**src/rtl/per_class_box_nms_macros.svh**
```systemverilog
// ----------------------------------------------------------------------------
// Assertion macros used by the per-class box NMS datapath
// Clock clk and reset arst_n are taken from the including module.
// ----------------------------------------------------------------------------
`ifndef PER_CLASS_BOX_NMS_MACROS_SVH
`define PER_CLASS_BOX_NMS_MACROS_SVH

// Condition that holds at every clock edge out of reset
`define PCBN_CHECK(lbl, expr, msg) lbl: assert property (@(posedge clk) \
	disable iff (!arst_n) (expr)) else $error(msg);

// Condition that holds in the cycle after a trigger
`define PCBN_CHECK_NEXT(lbl, pre, post, msg) lbl: assert property (@(posedge clk) \
	disable iff (!arst_n) (pre) |=> (post)) else $error(msg);

`endif

```
**src/rtl/pcbn_pkg.sv**
```systemverilog
// ----------------------------------------------------------------------------
// pcbn_pkg
// Types, constants and controller codes of the per-class box NMS block.
// ----------------------------------------------------------------------------
`default_nettype none

package pcbn_pkg;

	// Capacity and field widths
	localparam int MAX_DET     = 64;
	localparam int IDX_W       = $clog2(MAX_DET);
	localparam int CNT_W       = IDX_W + 1;
	localparam int NUM_CLASSES = 80;
	localparam int CLS_W       = 7;
	localparam int SCORE_W     = 16;
	localparam int COORD_W     = 16;
	localparam int THR_W       = 16;
	localparam logic [THR_W-1:0] THR_RESET = 16'd29491;

	// Stored words: box = {h, w, cy, cx}, tag = {class, score}
	localparam int BOX_W = 4 * COORD_W;
	localparam int TAG_W = CLS_W + SCORE_W;
	// Ordering key = {class, inverted score, index}
	localparam int KEY_W = TAG_W + IDX_W;

	// Overlap arithmetic
	localparam int EDGE_W  = COORD_W + 3;
	localparam int SPAN_W  = COORD_W + 2;
	localparam int AREA_W  = 2 * COORD_W;
	localparam int INTER_W = 2 * SPAN_W;
	localparam int UNI_W   = INTER_W + 2;
	localparam int LO_W    = 19;
	localparam int HI_W    = UNI_W - 1 - LO_W;
	localparam int PLO_W   = THR_W + LO_W;
	localparam int PHI_W   = THR_W + HI_W;
	localparam int PROD_W  = PHI_W + LO_W + 1;

	// Configuration port
	localparam int APB_AW = 3;
	localparam logic REG_THR = 1'b0;

	typedef struct packed {
		logic [CLS_W-1:0]          class_id;
		logic [SCORE_W-1:0]        score;
		logic signed [COORD_W-1:0] center_x;
		logic signed [COORD_W-1:0] center_y;
		logic [COORD_W-1:0]        box_width;
		logic [COORD_W-1:0]        box_height;
		logic                      last;
	} det_t;

	typedef struct packed {
		logic [CLS_W-1:0]          out_class;
		logic [SCORE_W-1:0]        out_score;
		logic signed [COORD_W-1:0] out_center_x;
		logic signed [COORD_W-1:0] out_center_y;
		logic [COORD_W-1:0]        out_width;
		logic [COORD_W-1:0]        out_height;
		logic                      end_of_set;
		logic                      dropped;
	} res_t;

	typedef enum logic [3:0] {
		S_LOAD, S_SEL, S_SEL_END, S_DECIDE, S_FETCH,
		S_FETCH_W, S_CHK, S_CHK_END, S_KEEP, S_FLUSH
	} state_t;

	// Controller to datapath
	typedef struct packed {
		logic load;
		logic scan_clr;
		logic sel_issue;
		logic fetch;
		logic capture;
		logic chk_issue;
		logic keep;
		logic emit_last;
		logic finish;
	} cmd_t;

	// Datapath to controller
	typedef struct packed {
		logic closing;
		logic scan_end;
		logic sel_busy;
		logic found;
		logic chk_busy;
		logic suppressed;
		logic out_free;
		logic have_pend;
	} sts_t;

endpackage

`default_nettype wire

```
**src/rtl/pcbn_ctrl.sv**
```systemverilog
// ----------------------------------------------------------------------------
// pcbn_ctrl
// Sequencer: load, select next box in order, check against kept boxes,
// keep or drop it, and flush the held result at the end of the set.
// ----------------------------------------------------------------------------
`default_nettype none

module pcbn_ctrl import pcbn_pkg::*; (
	input  wire logic clk,
	input  wire logic arst_n,
	input  wire sts_t sts,
	output cmd_t      cmd
);

	state_t state_q, state_nxt;

	// State register
	always_ff @(posedge clk or negedge arst_n) begin
		if (!arst_n) begin
			state_q <= S_LOAD;
		end else begin
			state_q <= state_nxt;
		end
	end

	// Next state and commands
	always_comb begin
		state_nxt = state_q;
		cmd       = '0;
		unique case (state_q)
			S_LOAD: begin
				cmd.load     = 1'b1;
				cmd.scan_clr = 1'b1;
				if (sts.closing) state_nxt = S_SEL;
			end
			S_SEL: begin
				cmd.sel_issue = 1'b1;
				if (sts.scan_end) state_nxt = S_SEL_END;
			end
			S_SEL_END: begin
				if (!sts.sel_busy) state_nxt = S_DECIDE;
			end
			S_DECIDE: begin
				state_nxt = sts.found ? S_FETCH : S_FLUSH;
			end
			S_FETCH: begin
				cmd.fetch = 1'b1;
				state_nxt = S_FETCH_W;
			end
			S_FETCH_W: begin
				cmd.capture  = 1'b1;
				cmd.scan_clr = 1'b1;
				state_nxt    = S_CHK;
			end
			S_CHK: begin
				cmd.chk_issue = 1'b1;
				if (sts.scan_end) state_nxt = S_CHK_END;
			end
			S_CHK_END: begin
				if (!sts.chk_busy) state_nxt = S_KEEP;
			end
			S_KEEP: begin
				if (sts.suppressed) begin
					cmd.scan_clr = 1'b1;
					state_nxt    = S_SEL;
				end else if (!sts.have_pend || sts.out_free) begin
					cmd.keep     = 1'b1;
					cmd.scan_clr = 1'b1;
					state_nxt    = S_SEL;
				end
			end
			S_FLUSH: begin
				if (!sts.have_pend || sts.out_free) begin
					cmd.emit_last = 1'b1;
					cmd.finish    = 1'b1;
					state_nxt     = S_LOAD;
				end
			end
			default: state_nxt = S_LOAD;
		endcase
	end

endmodule

`default_nettype wire

```
**config.mk**
```make
export PLATFORM = sky130hd
export DESIGN_NAME = pcbn_ctrl
export DESIGN_NICKNAME = d
export VERILOG_FILES = /design/src/rtl/per_class_box_nms_macros.svh /design/src/rtl/pcbn_pkg.sv /design/src/rtl/pcbn_ctrl.sv
export SDC_FILE = /design/constraint.sdc
export NUM_CORES = 1
export LEC_CHECK = 0
export BUFFER_PORTS_ARGS = -buffer_cell sky130_fd_sc_hd__buf_2
export CORE_AREA = 3 3 40 42
export DETAILED_ROUTE_END_ITERATION = 10
export DIE_AREA = 0 0 43 45
export GPL_TIMING_DRIVEN = 0
export SLEW_MARGIN = 20
export SYNTH_ARGS = -nofsm -noshare
export SYNTH_HDL_FRONTEND = slang
export SYNTH_SLANG_ARGS = --single-unit
```
**constraint.sdc**
```tcl
create_clock -name clk -period 1.48 [get_ports clk]
set_input_delay 0.296 -clock clk [delete_from_list [all_inputs] [get_ports clk]]
set_output_delay 0.296 -clock clk [all_outputs]
set_load 0.05 [all_outputs]
```
==> reports/metrics.csv <==
metric,value,unit
setup_slack,-227,ps
swShare,48.8,%
regMostFlops,state_q,
synth_seq_area_share,23.5,%
powerDensity,2370,nW/um^2
nets,98,
antenna_found_initial,0,
cp.arrival,1410,ps
cp_slowest_cell,or4_4,
synth.net_count,62,
drt-total-wl,1410,um
largest_register_ffs,4,
switching_power,1.04,mW
holdWs,381,ps
largestRegisters,state_q (4),
grt_usage,17.0,%
peakVddDrop,1.04,mV
syn_inst,52,
initial_utilization,33.1,%
path_cells,"or4_4, clkinvlp_4, buf_8",
max_freq,586,MHz
synth.distinct_cells,33,
cp_slowest_stage_delay,560,ps
antenna_cells,0,
synth_edf_count,0,
clk_pin_slew,40,ps
hold_path.class,input port to asynchronous set/reset pin,
fp.dieH,45,um
timing.slew.headroom,79.0,%
grt_pass1_vias,537,
grt_overflow_total,0,
syn_avg_cell_area,8.18,um^2
synth_flop_cell,dfrtp_1,
p_leak,0.369,nW
synth_area,425,um^2
final_cell_mix,"13 x buf_6, 9 x buf_2, 9 x buf_4",
viasPerCell,5.26,
fin_crit,1710,ps
place_inst,85,
core,1280,um^2
numCtsBuffers,3,
synth_top_family_by_area,simple AND/OR/NAND/NOR gates,
p_int,1.09,mW
combPwrFrac,82.4,%
synthToLayoutAreaGrowth,111,%
finalSetupViolations,12,
p_clk_share,6.5,%
synthSimpleGateAreaFrac,36.2,%
hold_violations,0,
drtIter0Drc,6,
final_cells,101,
cts_buffer_depth,2,
critPathBufInv,2,
die_width,43,um
cp_top_family,simple AND/OR/NAND/NOR gates,
cts.sinks,4,
drc,0,
wire_per_inst,14.0,um
ys_ff_latch,4,
postRouteAntennaNets,0,
cp-start-kind,flop,
num_io_pins,19,
grt_first_pass_wirelength,2390,um
maxCapViolCount,0,
final_max_slew_viol_count,0,
endpoint_kind,output port,
synth-compound-area-share,32.6,%
cp.required,1180,ps
grt_max_degree,11,
drive_gt1_share,68.6,%
place_hpwl,959,um
fin_crit_sh,115,%
cts_max_level,1,
synthMuxAreaShare,0,%
rsz0062_at_grt,yes,
tritoncts,done,
gp_congestion,0.754,
worst_pin_slew,314,ps
finalSetupTns,-1480,ps
ctsRootBufferMaster,clkbuf_4,
rows,13,
synthArstFlopShare,100,%
final_common_cell,buf_6,
vias,531,
critical_path.max_fanout,3,
seqPwrFrac,11.0,%
die-area,1940,um^2
clk_latency,240,ps
numPortBuffers,18,
fin_worst_skew,8.44,ps
status,"complete, but fails checks",
yosys_warnings,0,
path_class,flop to output port,
synth_xor_xnor_area_share,0,%
synth_fa_ha_area_share,0,%
dr.pass1.iters,4,
violations,negative setup slack,
[final timing paths]
| path | startpoint | to | slack, ps | depth (start not counted) |
|---|---|---|---|---|
| setup / recovery | state_q[2] | cmd[8] | -230 | 3 |
| setup reg to reg | state_q[2] | state_q[0] | -170 | 5 |
| hold / removal | arst_n | state_q[1] | 380 | 2 |
| max in group asynchronous | arst_n | state_q[0] | 960 | 2 |
| hold reg to reg | state_q[1] | state_q[3] | 760 | 2 |
| min in group clk | sts[4] | state_q[3] | 430 | 4 |
[kinds of logic after synthesis]
group	after synthesis
AO/OA/AOI/OAI	16
buffers and inverters	7
AND/OR/NAND/NOR	25
flip-flops	4
[final cells by class]
type,instances,area (um^2)
Clock buffer,3,22.5
Multi-Input combinational cell,41,412
Sequential cell,4,103
Timing Repair Buffer,31,265
Fill cell,114,385
Inverter,2,16.3
Buffer,5,62.6
Tap cell,15,18.8
[routing by layer]
metal	track usage [%]	share of wire, %	up-vias
met4	7.23	1.3	0
met1	17.8	42	248
met2	32.6	54	13
met3	3.59	3.3	2
met5	0	0	-
li1	-	-	268
[synth_stat cells, drive strengths merged, types with 2 or more instances]
library cell | instances | share of area, %
nor2 | 3 | 2.6
clkbuf | 2 | 1.8
nand2b | 3 | 4.4
a21oi | 2 | 2.4
buf | 3 | 4.1
nor3 | 4 | 4.7
or2 | 2 | 2.9
dfrtp | 4 | 24
nand2 | 2 | 1.8
inv | 2 | 1.8
nand3b | 3 | 5.3
o21ai | 3 | 3.5
[power by group through the flow]
stage               logic (mW)  registers [mW]  clock network, mW
floorplan                 1.14           0.222                  0
global placement          1.33           0.243                  0
CTS                       1.72           0.230              0.136
detailed placement        1.33           0.242                  0
finish                    1.76           0.235              0.139
global route              1.86           0.248              0.157
[stage by stage]
step / utilization, % / cell area [um^2] / power, mW / worst slack, ps
after detailed placement: 53.3 / 684 / 1.57 / -130
after CTS: 68.9 / 886 / 2.08 / -230
after global placement: 53.3 / 684 / 1.58 / -147
final: 70.0 / 900 / 2.13 / -227
after global routing: 70.0 / 900 / 2.27 / -284
after floorplan: - / 576 / 1.36 / -104
[what timing repair did]
item | 4_1_cts | 5_1_grt
hold endpoints to repair | 4 | 0
setup buffers | 12 | 0
pin swaps | 5 | 3
gates resized for setup | 27 | 4
hold buffers | 1 | 0
setup endpoints to repair | 11 | 12
Power figures use the tool's default switching activity.
